===== config.mk =====
export PLATFORM = sky130hd
export DESIGN_NAME = flash_page_write_combiner_top
export DESIGN_NICKNAME = d
export VERILOG_FILES = /design/src/rtl/core/fpwc_pkg.sv /design/src/rtl/core/fpwc_ram.sv /design/src/rtl/core/fpwc_writer.sv /design/src/rtl/core/fpwc_drain.sv /design/src/rtl/core/flash_page_write_combiner_top.sv
export SDC_FILE = /design/constraint.sdc
export NUM_CORES = 1
export LEC_CHECK = 0
export BUFFER_PORTS_ARGS = -buffer_cell sky130_fd_sc_hd__buf_2
export CAP_MARGIN = 20
export CORE_MARGIN = 5
export CORE_UTILIZATION = 62
export DETAILED_ROUTE_END_ITERATION = 8
export PLACE_DENSITY = 0.9
export SLEW_MARGIN = 20
export SYNTH_ARGS = -nofsm -noshare
export SYNTH_HDL_FRONTEND = slang
export SYNTH_HIERARCHICAL = 1
export SYNTH_SLANG_ARGS = --single-unit
export TNS_END_PERCENT = 1

===== constraint.sdc =====
create_clock -name clk_i -period 8.12 [get_ports clk_i]
set_input_delay 1.218 -clock clk_i [delete_from_list [all_inputs] [get_ports clk_i]]
set_output_delay 1.218 -clock clk_i [all_outputs]
set_load 0.01 [all_outputs]

===== src/rtl/core/fpwc_pkg.sv =====
// Package for the page write combiner: shared widths, codes and the
// handoff structs between the fill side and the drain side.
// Depends on nothing.
`timescale 1ns / 1ps
`default_nettype none

package fpwc_pkg;

  localparam int ADDR_W  = 32;
  localparam int BYTE_W  = 8;
  localparam int LANES   = 8;
  localparam int WORD_W  = LANES * BYTE_W;
  localparam int INDEX_W = 2;

  // action codes
  localparam logic ACT_DATA  = 1'b0;
  localparam logic ACT_FLUSH = 1'b1;

  // page handed from the fill side to the drain side
  typedef struct packed {
    logic              emit;
    logic              bank;
    logic [ADDR_W-1:0] base;
  } emit_t;

  // bank released by the drain side after its last word left
  typedef struct packed {
    logic rel;
    logic bank;
  } rel_t;

endpackage

`default_nettype wire


===== src/rtl/core/fpwc_ram.sv =====
// Generic simple dual-port RAM: one write port, one read port, registered read.
// Read data holds while no read is issued. Depends on nothing.
`timescale 1ns / 1ps
`default_nettype none

module fpwc_ram #(
  parameter int WIDTH = 8,
  parameter int DEPTH = 8
) (
  input  wire logic                     clk_i,
  input  wire logic                     we_i,
  input  wire logic [$clog2(DEPTH)-1:0] waddr_i,
  input  wire logic [WIDTH-1:0]         wdata_i,
  input  wire logic                     re_i,
  input  wire logic [$clog2(DEPTH)-1:0] raddr_i,
  output logic      [WIDTH-1:0]         rdata_o
);

  logic [WIDTH-1:0] mem_q [DEPTH];
  logic [WIDTH-1:0] rdata_q;

  // write port
  always_ff @(posedge clk_i) begin
    if (we_i) begin
      mem_q[waddr_i] <= wdata_i;
    end
  end

  // registered read port
  always_ff @(posedge clk_i) begin
    if (re_i) begin
      rdata_q <= mem_q[raddr_i];
    end
  end

  assign rdata_o = rdata_q;

endmodule

`default_nettype wire


===== src/rtl/core/fpwc_writer.sv =====
// Fill side: chunk address decode, base/fill/next-address state, byte-valid
// flags per bank and the byte write into the page RAM. Uses fpwc_pkg.
`timescale 1ns / 1ps
`default_nettype none

module fpwc_writer #(
  parameter int PAGE_BYTES = 32
) (
  input  wire logic                            clk_i,
  input  wire logic                            rst_ni,
  input  wire logic                            in_valid_i,
  output logic                                 in_ready_o,
  input  wire logic                            action_i,
  input  wire logic                            chunk_start_i,
  input  wire logic [fpwc_pkg::ADDR_W-1:0]     byte_addr_i,
  input  wire logic [fpwc_pkg::BYTE_W-1:0]     data_byte_i,
  input  wire logic                            busy_i,
  input  wire fpwc_pkg::rel_t                  rel_i,
  output fpwc_pkg::emit_t                      emit_o,
  output logic [fpwc_pkg::LANES-1:0]           wr_en_o,
  output logic [(((PAGE_BYTES/8) > 1) ? $clog2(PAGE_BYTES/8) : 1):0] wr_addr_o,
  output logic [fpwc_pkg::BYTE_W-1:0]          wr_data_o,
  output logic [1:0][PAGE_BYTES-1:0]           vld_o
);
  import fpwc_pkg::*;

  localparam int PAGE_WORDS = PAGE_BYTES / 8;
  localparam int WRD_W      = (PAGE_WORDS > 1) ? $clog2(PAGE_WORDS) : 1;
  localparam int OFF_W      = $clog2(PAGE_BYTES);
  localparam int CNT_W      = $clog2(PAGE_BYTES + 1);

  logic [ADDR_W-1:0]          base_q, base_d;
  logic [ADDR_W-1:0]          next_q, next_d;
  logic [CNT_W-1:0]           fill_q, fill_d;
  logic                       drop_q, drop_d;
  logic                       bank_q, bank_d;
  logic [1:0][PAGE_BYTES-1:0] vld_q, vld_d;

  logic [ADDR_W-1:0] off_full;
  logic [ADDR_W-1:0] wr_byte_addr;
  logic [ADDR_W-1:0] new_base;
  logic [OFF_W-1:0]  wr_off;
  logic [CNT_W-1:0]  new_fill;
  logic              is_flush;
  logic              empty;
  logic              below;
  logic              do_wr;
  logic              do_drop;
  logic              beyond;
  logic              full;
  logic              flush_emit;
  logic              emit_need;
  logic              acc;
  logic              wr_bank;

  // decode of the offered beat against the current buffer
  always_comb begin
    off_full     = byte_addr_i - base_q;
    below        = byte_addr_i < base_q;
    is_flush     = action_i == ACT_FLUSH;
    empty        = fill_q == '0;
    do_wr        = 1'b0;
    do_drop      = 1'b0;
    beyond       = 1'b0;
    wr_off       = '0;
    wr_byte_addr = next_q;
    new_base     = base_q;
    if (!is_flush) begin
      if (chunk_start_i) begin
        wr_byte_addr = byte_addr_i;
        if (empty) begin
          do_wr    = 1'b1;
          new_base = byte_addr_i;
        end else if (below || (off_full < ADDR_W'(fill_q))) begin
          do_drop = 1'b1;
        end else if (off_full >= ADDR_W'(PAGE_BYTES)) begin
          beyond   = 1'b1;
          do_wr    = 1'b1;
          new_base = byte_addr_i;
        end else begin
          do_wr  = 1'b1;
          wr_off = OFF_W'(off_full);
        end
      end else if (!drop_q) begin
        do_wr  = 1'b1;
        wr_off = OFF_W'(fill_q);
        if (empty) begin
          new_base = next_q;
        end
      end
    end
    new_fill   = CNT_W'(wr_off) + CNT_W'(1);
    full       = do_wr && (new_fill == CNT_W'(PAGE_BYTES));
    flush_emit = is_flush && !empty;
    emit_need  = flush_emit || beyond || full;
  end

  // a page handoff waits while the other bank is still draining
  assign in_ready_o = !(busy_i && emit_need);
  assign acc        = in_valid_i && in_ready_o;
  assign wr_bank    = beyond ? ~bank_q : bank_q;

  // next state
  always_comb begin
    base_d = base_q;
    next_d = next_q;
    fill_d = fill_q;
    drop_d = drop_q;
    bank_d = bank_q;
    vld_d  = vld_q;
    if (rel_i.rel) begin
      vld_d[rel_i.bank] = '0;
    end
    if (acc) begin
      if (emit_need) begin
        bank_d = ~bank_q;
      end
      if (!is_flush && chunk_start_i) begin
        drop_d = do_drop;
      end
      if (do_wr) begin
        base_d                 = new_base;
        next_d                 = wr_byte_addr + ADDR_W'(1);
        fill_d                 = full ? '0 : new_fill;
        vld_d[wr_bank][wr_off] = 1'b1;
      end else if (flush_emit) begin
        fill_d = '0;
      end
    end
  end

  // state registers
  always_ff @(posedge clk_i or negedge rst_ni) begin
    if (!rst_ni) begin
      base_q <= '0;
      next_q <= '0;
      fill_q <= '0;
      drop_q <= 1'b0;
      bank_q <= 1'b0;
      vld_q  <= '0;
    end else begin
      base_q <= base_d;
      next_q <= next_d;
      fill_q <= fill_d;
      drop_q <= drop_d;
      bank_q <= bank_d;
      vld_q  <= vld_d;
    end
  end

  // page handoff, the emitted page always sits in the current bank
  assign emit_o.emit = acc && emit_need;
  assign emit_o.bank = bank_q;
  assign emit_o.base = base_q;

  // byte write into the lane RAMs
  always_comb begin
    for (int l = 0; l < LANES; l++) begin
      wr_en_o[l] = acc && do_wr && (wr_off[2:0] == 3'(l));
    end
  end

  assign wr_addr_o = {wr_bank, WRD_W'(wr_off >> 3)};
  assign wr_data_o = data_byte_i;
  assign vld_o     = vld_q;

endmodule

`default_nettype wire


===== src/rtl/core/fpwc_drain.sv =====
// Drain side: reads a finished page bank word by word from the lane RAMs and
// presents the words on the output channel, masking bytes never written.
// Uses fpwc_pkg.
`timescale 1ns / 1ps
`default_nettype none

module fpwc_drain #(
  parameter int PAGE_BYTES = 32
) (
  input  wire logic                            clk_i,
  input  wire logic                            rst_ni,
  input  wire fpwc_pkg::emit_t                 emit_i,
  output logic                                 busy_o,
  output fpwc_pkg::rel_t                       rel_o,
  output logic                                 rd_en_o,
  output logic [(((PAGE_BYTES/8) > 1) ? $clog2(PAGE_BYTES/8) : 1):0] rd_addr_o,
  input  wire logic [fpwc_pkg::WORD_W-1:0]     rd_data_i,
  input  wire logic [1:0][PAGE_BYTES-1:0]      vld_i,
  output logic                                 out_valid_o,
  input  wire logic                            out_ready_i,
  output logic [fpwc_pkg::ADDR_W-1:0]          page_addr_o,
  output logic [fpwc_pkg::INDEX_W-1:0]         word_index_o,
  output logic [fpwc_pkg::WORD_W-1:0]          page_word_o,
  output logic                                 last_word_o
);
  import fpwc_pkg::*;

  localparam int PAGE_WORDS = PAGE_BYTES / 8;
  localparam int WRD_W      = (PAGE_WORDS > 1) ? $clog2(PAGE_WORDS) : 1;
  localparam logic [WRD_W-1:0] LAST_WORD = WRD_W'(PAGE_WORDS - 1);

  logic              busy_q, busy_d;
  logic              dbank_q, dbank_d;
  logic [ADDR_W-1:0] dbase_q, dbase_d;
  logic [WRD_W-1:0]  rd_word_q, rd_word_d;
  logic              rd_done_q, rd_done_d;
  logic              out_valid_q, out_valid_d;
  logic [WRD_W-1:0]  out_word_q, out_word_d;

  logic out_fire;
  logic issue;
  logic release_bank;

  assign out_fire     = out_valid_q && out_ready_i;
  assign release_bank = out_fire && (out_word_q == LAST_WORD);
  // one word in flight at most: the RAM read register is the output stage
  assign issue        = busy_q && !rd_done_q && (!out_valid_q || out_ready_i);

  // next state
  always_comb begin
    busy_d      = busy_q;
    dbank_d     = dbank_q;
    dbase_d     = dbase_q;
    rd_word_d   = rd_word_q;
    rd_done_d   = rd_done_q;
    out_valid_d = out_valid_q;
    out_word_d  = out_word_q;
    if (emit_i.emit) begin
      busy_d    = 1'b1;
      dbank_d   = emit_i.bank;
      dbase_d   = emit_i.base;
      rd_word_d = '0;
      rd_done_d = 1'b0;
    end
    if (issue) begin
      out_valid_d = 1'b1;
      out_word_d  = rd_word_q;
      if (rd_word_q == LAST_WORD) begin
        rd_done_d = 1'b1;
      end else begin
        rd_word_d = rd_word_q + WRD_W'(1);
      end
    end else if (out_fire) begin
      out_valid_d = 1'b0;
    end
    if (release_bank) begin
      busy_d = 1'b0;
    end
  end

  // state registers
  always_ff @(posedge clk_i or negedge rst_ni) begin
    if (!rst_ni) begin
      busy_q      <= 1'b0;
      dbank_q     <= 1'b0;
      dbase_q     <= '0;
      rd_word_q   <= '0;
      rd_done_q   <= 1'b0;
      out_valid_q <= 1'b0;
      out_word_q  <= '0;
    end else begin
      busy_q      <= busy_d;
      dbank_q     <= dbank_d;
      dbase_q     <= dbase_d;
      rd_word_q   <= rd_word_d;
      rd_done_q   <= rd_done_d;
      out_valid_q <= out_valid_d;
      out_word_q  <= out_word_d;
    end
  end

  assign rd_en_o   = issue;
  assign rd_addr_o = {dbank_q, rd_word_q};
  assign busy_o    = busy_q;
  assign rel_o.rel  = release_bank;
  assign rel_o.bank = dbank_q;

  // unwritten bytes read as zero
  always_comb begin
    for (int b = 0; b < LANES; b++) begin
      page_word_o[b*BYTE_W +: BYTE_W] = rd_data_i[b*BYTE_W +: BYTE_W]
        & {BYTE_W{vld_i[dbank_q][{out_word_q, 3'(b)}]}};
    end
  end

  assign out_valid_o  = out_valid_q;
  assign page_addr_o  = dbase_q;
  assign word_index_o = INDEX_W'(out_word_q);
  assign last_word_o  = out_word_q == LAST_WORD;

endmodule

`default_nettype wire


===== src/rtl/core/flash_page_write_combiner_top.sv =====
// Top level of the page write combiner: fill side, drain side and eight
// byte-lane RAMs holding two page banks. Uses fpwc_pkg, fpwc_ram,
// fpwc_writer and fpwc_drain.
//
// Usage:
//   Input channel (in_valid_i / in_ready_o) takes one beat per cycle, unless
//   held off (below): a data byte (with the chunk address on a chunk's first
//   beat) or a flush. Output channel (out_valid_o / out_ready_i) gives each
//   written page as PAGE_BYTES/8 words of 64 bits, lowest address in the low
//   byte, with last_word_o on the final word.
//   Throughput: one input beat per cycle while in_ready_o is high. The page
//   is held in two banks, so bytes of the next page are taken while the
//   previous page drains. A beat that would hand over a page while the
//   other bank still drains is held off (in_ready_o low until that bank is
//   released); in_ready_o depends on the offered payload.
//   Output: the drain registers the page handoff, then reads the first word
//   into the RAM read register; further words follow one per cycle while
//   out_ready_i is high, set by the single RAM read port. The output goes
//   idle between two pages.
//   Receiver stall: the word on the output holds in the RAM read register;
//   input beats keep flowing into the other bank.
//   Reset: all control state cleared at once, byte-valid flags included; no
//   clearing pass, the block takes beats right after reset.
`timescale 1ns / 1ps
`default_nettype none

module flash_page_write_combiner_top #(
  parameter int PAGE_BYTES = 32
) (
  input  wire logic                            clk_i,
  input  wire logic                            rst_ni,
  input  wire logic                            in_valid_i,
  output logic                                 in_ready_o,
  input  wire logic                            action_i,
  input  wire logic                            chunk_start_i,
  input  wire logic [fpwc_pkg::ADDR_W-1:0]     byte_addr_i,
  input  wire logic [fpwc_pkg::BYTE_W-1:0]     data_byte_i,
  output logic                                 out_valid_o,
  input  wire logic                            out_ready_i,
  output logic [fpwc_pkg::ADDR_W-1:0]          page_addr_o,
  output logic [fpwc_pkg::INDEX_W-1:0]         word_index_o,
  output logic [fpwc_pkg::WORD_W-1:0]          page_word_o,
  output logic                                 last_word_o
);
  import fpwc_pkg::*;

  localparam int PAGE_WORDS = PAGE_BYTES / 8;
  localparam int WRD_W      = (PAGE_WORDS > 1) ? $clog2(PAGE_WORDS) : 1;
  localparam int RAM_AW     = WRD_W + 1;
  localparam int RAM_DEPTH  = 2 ** RAM_AW;

  emit_t                      emit;
  rel_t                       rel;
  logic                       busy;
  logic [LANES-1:0]           wr_en;
  logic [RAM_AW-1:0]          wr_addr;
  logic [BYTE_W-1:0]          wr_data;
  logic                       rd_en;
  logic [RAM_AW-1:0]          rd_addr;
  logic [LANES-1:0][BYTE_W-1:0] lane_rd;
  logic [1:0][PAGE_BYTES-1:0] vld;

  // fill side
  fpwc_writer #(
    .PAGE_BYTES(PAGE_BYTES)
  ) u_writer (
    .clk_i        (clk_i),
    .rst_ni       (rst_ni),
    .in_valid_i   (in_valid_i),
    .in_ready_o   (in_ready_o),
    .action_i     (action_i),
    .chunk_start_i(chunk_start_i),
    .byte_addr_i  (byte_addr_i),
    .data_byte_i  (data_byte_i),
    .busy_i       (busy),
    .rel_i        (rel),
    .emit_o       (emit),
    .wr_en_o      (wr_en),
    .wr_addr_o    (wr_addr),
    .wr_data_o    (wr_data),
    .vld_o        (vld)
  );

  // byte-lane page RAMs, address is {bank, word}
  for (genvar g = 0; g < LANES; g++) begin : g_lane
    fpwc_ram #(
      .WIDTH(BYTE_W),
      .DEPTH(RAM_DEPTH)
    ) u_ram (
      .clk_i  (clk_i),
      .we_i   (wr_en[g]),
      .waddr_i(wr_addr),
      .wdata_i(wr_data),
      .re_i   (rd_en),
      .raddr_i(rd_addr),
      .rdata_o(lane_rd[g])
    );
  end

  // drain side
  fpwc_drain #(
    .PAGE_BYTES(PAGE_BYTES)
  ) u_drain (
    .clk_i       (clk_i),
    .rst_ni      (rst_ni),
    .emit_i      (emit),
    .busy_o      (busy),
    .rel_o       (rel),
    .rd_en_o     (rd_en),
    .rd_addr_o   (rd_addr),
    .rd_data_i   (lane_rd),
    .vld_i       (vld),
    .out_valid_o (out_valid_o),
    .out_ready_i (out_ready_i),
    .page_addr_o (page_addr_o),
    .word_index_o(word_index_o),
    .page_word_o (page_word_o),
    .last_word_o (last_word_o)
  );

endmodule

`default_nettype wire


; ---- Yosys cells after proc, flatten, opt, wreduce, memory -nomap -nowiden
; Memory sizes are Yosys's and may differ from the RTL's. A register that Yosys moved wholly into a read port is not among the register bits.
; Index checks and enable logic that the tools add are counted.
[totals]
ff_bits = 176
ram_bits = 512
output_inout_bits = 101
wordCells = 196
mem_count = 8
[mem_list]
columns = name, depth, word_bits, read_ports, rd_ports_with_merged_regs, wr, line
row1 = g_lane[0].u_ram.mem_q, 8, 8, 1, 1, 1, fpwc_ram.sv:19  ; logic [WIDTH-1:0] mem_q [DEPTH];
row2 = g_lane[1].u_ram.mem_q, 8, 8, 1, 1, 1, fpwc_ram.sv:19
row3 = g_lane[2].u_ram.mem_q, 8, 8, 1, 1, 1, fpwc_ram.sv:19
row4 = g_lane[3].u_ram.mem_q, 8, 8, 1, 1, 1, fpwc_ram.sv:19
row5 = g_lane[4].u_ram.mem_q, 8, 8, 1, 1, 1, fpwc_ram.sv:19
row6 = g_lane[5].u_ram.mem_q, 8, 8, 1, 1, 1, fpwc_ram.sv:19
row7 = +2 memories, --, --, --, --, --, --
[classes]
n_addsub = 4
order_cmp = 17
n_eq_ne = 12
n_mux = 85
bitwise_logic = 13
n_reduce_logical = 43
[ops]
columns = operator, count
row1 = 32-bit 2-to-1 mux, 12
row2 = 64-bit 2-to-1 mux, 3
row3 = 64-bit AND, 1
row4 = 8-bit AND, 8
row5 = 32-bit demux with 1-bit select, 2
row6 = 64-bit inverter, 1
row7 = 64-bit OR, 1
row8 = 5-bit by 6-bit < comparator with 1-bit output (second input constant), 9
row9 = 1-bit 2-to-1 mux, 47
row10 = 32-bit by 1-bit adder with 32-bit output (second input constant), 1
row11 = 32-bit by 6-bit greater-or-equal comparator with 1-bit output (second input constant), 1
row12 = 32-bit < comparator, 1
row13 = 32-bit by 6-bit < comparator with 1-bit output, 1
row14 = 32-bit subtractor, 1
row15 = 5-bit 2-to-1 mux, 6
row16 = 1-bit logical AND, 22
row17 = 6-bit 2-to-1 mux, 3
row18 = 1-bit binary-select mux with 2-bit select, 8
row19 = 3-bit == test (second input constant), 4
row20 = 2-bit nonzero test, 5
row21 = 2-bit AND reduction, 4
row22 = 7-bit AND reduction, 1
row23 = 5-bit by 1-bit adder with 6-bit output (second input constant), 1
row24 = 3-bit by 2-bit == test with 1-bit output (second input constant), 2
row25 = 16 further kinds, 29

; ---- Depth between registers and ports, before layout
; Gate-level depths: netlist of the first run.
[logic_depth]
ltp_word = 18
depth_mapped = 25
depth_no_buf = 23

; ---- By module
; Netlist of the first run, hierarchy kept.
[modules_own_cells]
columns = mod, n_inst, cells_each, area_per_inst_um2, seq_area_each_um2
row1 = fpwc_ram, 8, 114, 2771.4, 2162.1
row2 = fpwc_writer, 1, 1151, 10118.5, 3403.3
row3 = fpwc_drain, 1, 284, 3190.6, 1001.0

; ---- Least setup slack after synthesis of the first run
; No wires, ideal clock.
[synth_timing]
path_kind = input port to flip-flop
from = input port byte_addr_i[0] (netlist bit)
to = memory g_lane[4].u_ram.mem_q[0][0], enable pin
setup_ns = 0.383
arrival_ns = 6.333
required_ns = 7.737
path_slack_ns = 1.404
path_stages = 24
path_buffers = 2
path_cell_list = inv_1 -> ha_1 -> inv_1 -> fa_1 -> a21o_1 -> a311o_1 -> and2_1 -> nor2_1 -> xnor2_1 -> or4_1 -> or4_4 -> nor4_1 -> nor2_1 -> clkinv_1 -> ha_1 -> inv_1 -> o211ai_1 -> o221ai_4 -> buf_6 -> or2_1 -> buf_2 -> nor3_1 -> nand2b_1 -> nor3_1
[synth_via]
elab_chain_cells = 18
word_cells_on_any_way = 33
classes_between = 2 x add/sub / 3 x order compare / 2 x eq/ne / 17 x mux / 9 x reduce/logical
[synth_rtl]
columns = element, line
row1 = from (decl), flash_page_write_combiner_top.sv:36  ; input wire logic [fpwc_pkg::ADDR_W-1:0] byte_addr_i,
row2 = 32-bit subtractor, fpwc_writer.sv:58  ; off_full = byte_addr_i - base_q;
row3 = 32-bit by 6-bit greater-or-equal comparator with 1-bit output / 32-bit by 6-bit < comparator with 1-bit output (equally long branches), "fpwc_writer.sv:76, fpwc_writer.sv:74"
row4 = 5-bit 2-to-1 mux / 1-bit logical OR (equally long branches), "fpwc_writer.sv:76, fpwc_writer.sv:74"
row5 = 5-bit 2-to-1 mux, fpwc_writer.sv:74  ; end else if (below || (off_full < ADDR_W'(fill_q))) begin
row6 = 5-bit 2-to-1 mux, fpwc_writer.sv:71  ; if (empty) begin
row7 = 5-bit 2-to-1 mux, fpwc_writer.sv:69  ; if (chunk_start_i) begin
row8 = 5-bit 2-to-1 mux, fpwc_writer.sv:68  ; if (!is_flush) begin
row9 = 5-bit by 1-bit adder with 6-bit output, fpwc_writer.sv:92  ; new_fill = CNT_W'(wr_off) + CNT_W'(1);
row10 = (+3 left out), --
row11 = 1-bit logical AND, fpwc_writer.sv:99  ; assign in_ready_o = !(busy_i && emit_need);
row12 = 1-bit logical NOT, fpwc_writer.sv:99
row13 = 1-bit logical AND, fpwc_writer.sv:100  ; assign acc = in_valid_i && in_ready_o;
row14 = 1-bit logical AND, fpwc_writer.sv:159  ; wr_en_o[l] = acc && do_wr && (wr_off[2:0] == 3'(l));
row15 = 1-bit logical AND (*), fpwc_writer.sv:159
row16 = net wr_en[4], flash_page_write_combiner_top.sv:55  ; logic [LANES-1:0] wr_en;
row17 = 1-bit 2-to-1 mux (*), fpwc_ram.sv:24  ; if (we_i) begin
row18 = 1-bit 2-to-1 mux (implied by the code) (*), fpwc_ram.sv:25  ; mem_q[waddr_i] <= wdata_i;
row19 = to (decl), fpwc_ram.sv:19
; The timed path passes the listed nets; every way through them passes the cells marked *.

; ---- Worst setup path after layout of the first run
[layout_timing]
from = input port byte_addr_i[4] (netlist bit)
to = memory g_lane[1].u_ram.mem_q[6][2], enable pin
[layout_via]
elab_chain_cells = 18
word_cells_on_any_way = 33
classes_between = 2 x add/sub / 3 x order compare / 2 x eq/ne / 17 x mux / 9 x reduce/logical
[layout_rtl]
columns = element, line
row1 = 32-bit subtractor, fpwc_writer.sv:58
row2 = 32-bit by 6-bit greater-or-equal comparator with 1-bit output / 32-bit by 6-bit < comparator with 1-bit output (equally long branches), "fpwc_writer.sv:76, fpwc_writer.sv:74"
row3 = 5-bit 2-to-1 mux / 1-bit logical OR (equally long branches), "fpwc_writer.sv:76, fpwc_writer.sv:74"
row4 = 5-bit 2-to-1 mux, fpwc_writer.sv:74
row5 = 5-bit 2-to-1 mux, fpwc_writer.sv:71
row6 = 5-bit 2-to-1 mux, fpwc_writer.sv:69
row7 = 5-bit 2-to-1 mux, fpwc_writer.sv:68
row8 = 5-bit by 1-bit adder with 6-bit output, fpwc_writer.sv:92
row9 = (+3 left out), --
row10 = 1-bit logical AND, fpwc_writer.sv:99
row11 = 1-bit logical NOT, fpwc_writer.sv:99
row12 = 1-bit logical AND, fpwc_writer.sv:100
row13 = 1-bit logical AND, fpwc_writer.sv:159
row14 = 1-bit logical AND (*), fpwc_writer.sv:159
row15 = net wr_en[1], flash_page_write_combiner_top.sv:55
row16 = 1-bit 2-to-1 mux (*), fpwc_ram.sv:24
row17 = 1-bit 2-to-1 mux (implied by the code) (*), fpwc_ram.sv:25
row18 = to (decl), fpwc_ram.sv:19
; Marked as above.

==> impl_results.md, run 1 <==
* Syn nets at 2,437
* Post-Synth Simple-Gate Area at 8.98%
* RePlAce Congestion at 0.972
* Worst-Skew Late Latency at 0.62 ns
* Yosys warnings at 6
* Setup crit start: byte_addr_i[4]
* Cell row count at 87
* Mean post-synth cell area at 15.1 sq um
* Register area share after synthesis at 61.2%
* Global-route wire length before repair at 144 mm
* Worst r2r src: u_writer/base_q[3]
* Top-area cell type share of the netlist area at 48.7%
* Min-delay worst type: reg -> reg
* Fin. Hold Viols at 0
* Combinational family with the most area after synthesis: multiplexers
* PwrDens at 341 nW/um^2
* # port buffers at 146
* Max Fclk at 0.139 GHz
* Tcrit/Tclk final at 88.6%
* Reg clk slew, reported paths at 0.06 ns
* Largest net degree at the start of global routing at 103
* Post-synth ARST share at 23.4%
* Worst-path fanout max at 10
* Pleak at 14.5 nW
* Req. time, crit path at 8.35 ns
* Layout overhead on the synthesized area at 10.4%
* # setup viols final at 0
* Clock Skews at 0.0231 ns
* Max Cap Viol at 0
* Worst-margin pin slew at 1.20 ns
* # hold bufs at CTS at 0
* Synth top area cells: edfxtp_1 (49%), dfrtp_1 (12%), mux4_1 (8.9%)
* Number of fill cells at 3,399
* Post-CTS sizing at 0
* Die ar. at 62,100 sq um
* Vias in the first global route at 22,900
* CTS root buffer: clkbuf_16
* R2R depth at 20
* Via Count at 23,000
* Pins Over Slew Limit at 0
* Top Layer Used: met5
* Cts bufs inserted at 74
* Crit path DAT at 7.42 ns
* I/O pins at 147
* Drc violations at 0
* Worst Path Class, Setup: in -> reg
* Avg Vias per Cell at 6.94
* CTS tree: yes
* Status: finished clean
* GRT overflow at 0
* Crit path time final at 7.19 ns
* NumNets Final at 2,588
* Reg2reg end: g_lane[1].u_ram/mem_q[6][2]
* Fraction of synthesized area in multiplexers at 16.3%
* Initial antenna violation count at 7
* Yosys cell types at 97
* Post-CTS setup buffers at 0
* RSZ-0062 raised after global routing: false
* Routed wire length at 95.1 mm
* Met1 WL at 34.5 mm
* Worst rel slew slack at 19.6%
* Post-Synth XOR/XNOR Area at 0.395%
* Sum Neg Setup Slack at 0 ns
* Most common cell in the netlist: edfxtp_1
* Compound-cell area share of the yosys netlist at 7.97%
* CP endpoint kind: register
* Synth Cell Area at 35,500 sq um
* CP Launch Type: input port
* Top cell type by total area after synthesis: edfxtp_1
* Starting density of the core at 62.8%
* Post-synthesis cell count at 2,347
* Worst reg-to-reg setup slack at 1.25 ns
* Adder-cell share of the synthesized area at 1.57%
* Die width at 249 um
* Final HPWL DP at 56.1 mm
* WL/cell at 28.7 um
* DRT antenna net count at 0
* Yosys reg bits at 752
* Clock Tree Buf Depth at 3
* Share of cells above drive strength 1 at 21.5%
* GR Util All Layers at 29.9%
* Wire length on met2 at 46.7 mm
* Met3 WL at 9.90 mm
* VDD IR max at 0.304 mV
* H-Tree Level Count at 3
* Area of the core at 56,500 sq um
* Sink Count at 752
* Synth top cells by count: edfxtp_1 (576), dfrtp_1 (176), nand2_1 (124), nor2_1 (124)
* Post-synth EDFFs at 576
* Layout Utilization at 69.4%
* Chip height at 249 um
* DR iter-0 viols at 2,850
* Critical path capture point: g_lane[1].u_ram/mem_q[6][2]
* Pre-Repair DR Iteration Count at 6
* Ys flop type: edfxtp_1
==> worst max-delay path, stage by stage <==
cell and delay [ns]:
buf_2 0.14, ha_1 0.40, o211ai_1 0.13, a21oi_1 0.43, o21ai_1 0.28, a2111oi_2 0.50
o21ai_0 0.17, a211o_1 0.28, or4_4 0.52, nor4_1 0.39, nor2_1 0.11, clkinv_1 0.20
ha_1 0.21, inv_1 0.09, o211ai_1 0.17, o221ai_4 0.25, nor2_2 0.68, and3_1 0.29
nand2_1 0.14, nor2_1 0.79
==> logic make-up (layout without fill, tap and decap cells) <==
family | Yosys count | count (layout)
multiplexers | 351 | 351
XOR/XNOR | 16 | 16
AND/OR/NAND/NOR | 574 | 574
AO/OA/AOI/OAI | 362 | 362
flip-flops | 752 | 752
adder cells (fa/ha/maj) | 44 | 44
other | 0 | 6
buffers and inverters | 248 | 456
==> final cells by class <==
class	count	area, sq um	share of cell area, %
clock buffers	89	1950	4.98
flip-flops and latches	752	21700	55.4
multi-input cells	1347	12500	31.9
clock inverters	44	423	1.08
inverters	122	458	1.17
diodes	6	15.0	0.0383
repair buffers	201	1170	2.99
well taps	756	946	2.41
==> placed cells by master (no fill, tap or decap), types with 13 or more instances in the layout <==
| master | instances |
|---|---|
| edfxtp_1 | 576 |
| dfrtp_1 | 173 |
| buf_2 | 145 |
| nand2_1 | 123 |
| nor2_1 | 121 |
| mux4_1 | 120 |
| inv_1 | 120 |
| mux2_2 | 110 |
| mux2i_1 | 98 |
| clkbuf_16 | 75 |
| nor3_2 | 61 |
| a22o_1 | 60 |
| nor3_1 | 56 |
| a21oi_1 | 56 |
| buf_4 | 54 |
| nand2b_1 | 46 |
| o21ai_0 | 46 |
| ha_1 | 43 |
| and3_1 | 41 |
| nand3_1 | 29 |
| nand4_1 | 22 |
| a2bb2oi_1 | 20 |
| o31ai_1 | 19 |
| clkinv_2 | 16 |
| clkinv_1 | 15 |
| o21a_1 | 15 |
| and2_1 | 15 |
| o211ai_1 | 15 |
| nor4_1 | 13 |
==> worst min-delay path by stage <==
stage / start / cells after the start / slack [ns] / to
6_report: u_drain/page_addr_o[20] / 1 / 0.50 / u_drain/page_addr_o[20]
5_1_grt: u_writer/vld_o[11] / 1 / 0.52 / u_writer/vld_o[11]
4_1_cts: u_writer/vld_o[11] / 1 / 0.50 / u_writer/vld_o[11]
3_5_place_dp: u_writer/vld_o[11] / 1 / 0.48 / u_writer/vld_o[11]
3_3_place_gp: u_writer/vld_o[27] / 1 / 0.47 / u_writer/vld_o[27]
2_1_floorplan: u_writer/vld_o[27] / 1 / 0.46 / u_writer/vld_o[27]
==> through the flow <==
step / area (sq um) / power (W) / instances / setup WS (ns) / hold slack, ns
CTS: 39100 / 0.0133 / 3309 / 1.15 / 0.504
global placement: 36800 / 0.00957 / 3176 / 0.891 / 0.473
global route: 39200 / 0.0139 / 3315 / 0.705 / 0.515
finish: 39200 / 0.0134 / 3317 / 0.926 / 0.502
detailed placement: 36800 / 0.00978 / 3176 / 0.651 / 0.482
floorplan: 35500 / 0.00845 / 2347 / 1.40 / 0.462
==> state kept, by name (all words and copies together) (netlist names) <==
name / flops
g_lane.u_ram/mem_q: 512
g_lane.u_ram/rdata_o: 64
u_writer/vld_o: 64
u_drain/page_addr_o: 32
u_writer/base_q: 32
u_writer/next_q: 32
u_writer/fill_q: 6
u_drain/rd_word_q: 2
u_drain/word_index_o: 2
u_drain/busy_o: 1
u_drain/dbank_q: 1
u_drain/out_valid_o: 1
u_drain/rd_done_q: 1
u_writer/bank_q: 1
u_writer/drop_q: 1
==> layer usage <==
metal  track usage [%]  vias to the layer above
met4              11.9                        2
met3              6.02                      299
li1                  -                     9522
met5                 0                        -
met2              49.4                     1709
met1              39.7                    11500
==> where the power goes <==
group          switching (W)  leakage, nW  total (W)  internal (W)
Sequential          0.000399         7.37    0.00511       0.00471
Combinational        0.00287         6.01    0.00482       0.00195
Clock                0.00152         1.17    0.00344       0.00192
Total                0.00479         14.5     0.0134       0.00858
Note: power is estimated with default switching activity, not from simulation.
==> run 2, diff against run 1 <==
Clock period 8.12 ns to 7.5 ns, I/O delays scaled along.
==> impl_results.md, run 2 (synthesized netlist as in run 1, its figures left out) <==
* RePlAce Congestion at 0.963 (was 0.972)
* Sink Count at 752 (unchanged)
* Global-route wire length before repair at 144 mm (about the same)
* Max Fclk at 0.148 GHz
* Largest net degree at the start of global routing at 95 (was 103)
* DRT antenna net count at 0 (unchanged)
* Vias in the first global route at 23,000 (was 22,900)
* GR Util All Layers at 30.0% (was 29.9%)
* Routed wire length at 95.9 mm (was 95.1 mm)
* Worst path buffer plus inverter count at 3 (unchanged)
* CP Launch Type: input port (unchanged)
* Setup crit start: byte_addr_i[4] (unchanged)
* Fin. Hold Viols at 0 (unchanged)
* Top reg by flops: g_lane.u_ram/mem_q (unchanged)
* CTS root buffer: clkbuf_16 (unchanged)
* PwrDens at 368 nW/um^2 (was 341 nW/um^2)
* # setup viols final at 0 (unchanged)
* Worst Path Class, Setup: in -> reg (unchanged)
* Pre-Repair DR Iteration Count at 6 (unchanged)
* # hold bufs at CTS at 0 (unchanged)
* Post-CTS sizing at 0 (unchanged)
* VDD IR max at 0.293 mV (was 0.304 mV)
* CTS tree: yes (unchanged)
* Die width at 249 um (unchanged)
* Worst-Skew Late Latency at 0.64 ns (was 0.62 ns)
* Layout Utilization at 69.6% (was 69.4%)
* R2R depth at 20 (unchanged)
* CP delay by family, top: simple AND/OR/NAND/NOR gates (unchanged)
* Layout overhead on the synthesized area at 10.8% (was 10.4%)
* Tcrit/Tclk final at 90.3%
* Final HPWL DP at 55.7 mm (was 56.1 mm)
* NumNets Final at 2,590 (was 2,588)
* Crit path DAT at 7.02 ns (was 7.42 ns)
* Area of the core at 56,500 sq um (unchanged)
* Cell row count at 87 (unchanged)
* Max incr delay on CP at 0.86 ns (was 0.79 ns)
* Clock Tree Buf Depth at 3 (unchanged)
* Req. time, crit path at 7.75 ns (was 8.35 ns)
* Min-delay worst type: reg -> reg (unchanged)
* Status: finished clean (unchanged)
* Pins Over Slew Limit at 0 (unchanged)
* WL/cell at 28.8 um (was 28.7 um)
* Cts bufs inserted at 75 (was 74)
* Initial antenna violation count at 6 (was 7)
* Avg Vias per Cell at 6.90 (was 6.94)
* Most frequent cells in the layout: edfxtp_1 (576), dfrtp_1 (173), buf_2 (141) (was edfxtp_1 (576), dfrtp_1 (173), buf_2 (145))
* Max reg flops at 512 (unchanged)
* Sum Neg Setup Slack at 0 ns (unchanged)
* Worst path cell trace: buf_2 -> ha_1 -> o211ai_1 -> a21oi_1 -> o21ai_1 -> a2111oi_2 -> o21ai_0 -> a211o_1 -> or4_4 -> nor4_1 -> nor2_1 -> clkinv_1 -> ha_1 -> inv_1 -> o211ai_1 -> o221ai_4 -> nor2_2 -> and3_1 -> nand2_1 -> nor3_1 (was buf_2 -> ha_1 -> o211ai_1 -> a21oi_1 -> o21ai_1 -> a2111oi_2 -> o21ai_0 -> a211o_1 -> or4_4 -> nor4_1 -> nor2_1 -> clkinv_1 -> ha_1 -> inv_1 -> o211ai_1 -> o221ai_4 -> nor2_2 -> and3_1 -> nand2_1 -> nor2_1)
* Worst rel slew slack at 20.4% (was 19.6%)
* WP depth at 20 (unchanged)
* DR iter-0 viols at 3,246 (was 2,850)
* Max Cap Viol at 0 (unchanged)
* Critical path capture point: g_lane[5].u_ram/mem_q[4][5] (was g_lane[1].u_ram/mem_q[6][2])
* Worst-margin pin slew at 1.19 ns (was 1.20 ns)
* H-Tree Level Count at 3 (unchanged)
* Worst reg-to-reg setup slack at 0.96 ns (was 1.25 ns)
* Crit path time final at 6.77 ns
* Chip height at 249 um (unchanged)
* Drc violations at 0 (unchanged)
* Post-CTS setup buffers at 0 (unchanged)
* Slowest stage cell on the critical path: nor3_1 (was nor2_1)
* # port buffers at 146 (unchanged)
* Clock Skews at 0.0256 ns (was 0.0231 ns)
* Worst-path fanout max at 8 (was 10)
* I/O pins at 147 (unchanged)
* Pleak at 14.6 nW (was 14.5 nW)
* Via Count at 23,000 (about the same)
* Die ar. at 62,100 sq um (unchanged)
* RSZ-0062 raised after global routing: false (unchanged)
* Worst r2r src: u_writer/base_q[4] (was u_writer/base_q[3])
* CP endpoint kind: register (unchanged)
* Starting density of the core at 62.8% (unchanged)
* Reg clk slew, reported paths at 0.06 ns (about the same)
* GRT overflow at 0 (unchanged)
* Reg2reg end: g_lane[5].u_ram/mem_q[4][5] (was g_lane[1].u_ram/mem_q[6][2])
* Share of cells above drive strength 1 at 22.0% (was 21.5%)
* Commonest non-fill, non-tap cell in the layout: edfxtp_1 (unchanged)
[run 2: changes by cell type in the layout (fill, tap and decap cells not counted), moves of 2 or more]
cell | previous run | this run
clkinvlp_2 | 0 | 2
bufinv_16 | 6 | 4
buf_12 | 0 | 2
nor3_2 | 61 | 69
nor3_1 | 56 | 48
buf_6 | 1 | 3
diode_2 | 6 | 8
clkinvlp_4 | 2 | 4
clkbuf_8 | 2 | 4
buf_2 | 145 | 141
[run 2: power breakdown]
group / leakage, nW / internal [W] / total [W] / switching, W
clock network: 1.17 / 0.00206 / 0.00372 / 0.00166
registers: 7.37 / 0.00510 / 0.00554 / 0.000437
logic: 6.06 / 0.00213 / 0.00523 / 0.00309
[run 2: layout make-up]
type	count	area, sq um
Sequential cell	752	21700
Clock inverter	47	410
Fill cell	3316	17200
Tap cell	756	946
Clock buffer	92	2000
Multi-Input combinational cell	1347	12600
Antenna cell	8	20.0
Timing Repair Buffer	202	1230
Inverter	122	458
[run 2: worst register-to-register path: cells and delay by family (launching register included)]
kind,cells,cell delay [ns]
flip-flops,1,0.34
AO/OA/AOI/OAI,8,2.13
adder cells (fa/ha/maj),2,0.56
AND/OR/NAND/NOR,7,2.90
buffers and inverters,3,0.24
[run 2: stage by stage]
stage | hold slack, ns | area (sq um) | power [W] | cells | setup slack, ns
3_3_place_gp | 0.472 | 36800 | 0.0104 | 3176 | 0.433
6_report | 0.496 | 39300 | 0.0145 | 3326 | 0.726
2_1_floorplan | 0.462 | 35500 | 0.00914 | 2347 | 0.877
5_1_grt | 0.512 | 39300 | 0.0151 | 3321 | 0.493
3_5_place_dp | 0.488 | 36800 | 0.0106 | 3176 | 0.124
4_1_cts | 0.496 | 39200 | 0.0144 | 3315 | 0.641
[run 2: worst min-delay path by stage]
stage                            startpoint                       to  slack [ns]  depth (start not counted)
finish                   u_writer/vld_o[27]       u_writer/vld_o[27]        0.50                          1
floorplan                u_writer/vld_o[27]       u_writer/vld_o[27]        0.46                          1
detailed placement        u_writer/vld_o[3]        u_writer/vld_o[3]        0.49                          1
global placement         u_writer/vld_o[27]       u_writer/vld_o[27]        0.47                          1
global route        u_drain/page_addr_o[22]  u_drain/page_addr_o[22]        0.51                          1
CTS                      u_writer/vld_o[27]       u_writer/vld_o[27]        0.50                          1
[run 2: per-layer routing]
metal	vias up	track usage, %	part of all wire, %
li1	9532	-	-
met1	11400	39.7	36
met2	1671	49.9	49
met3	328	6.15	10
met4	2	11.2	4.4
met5	-	0	0.014
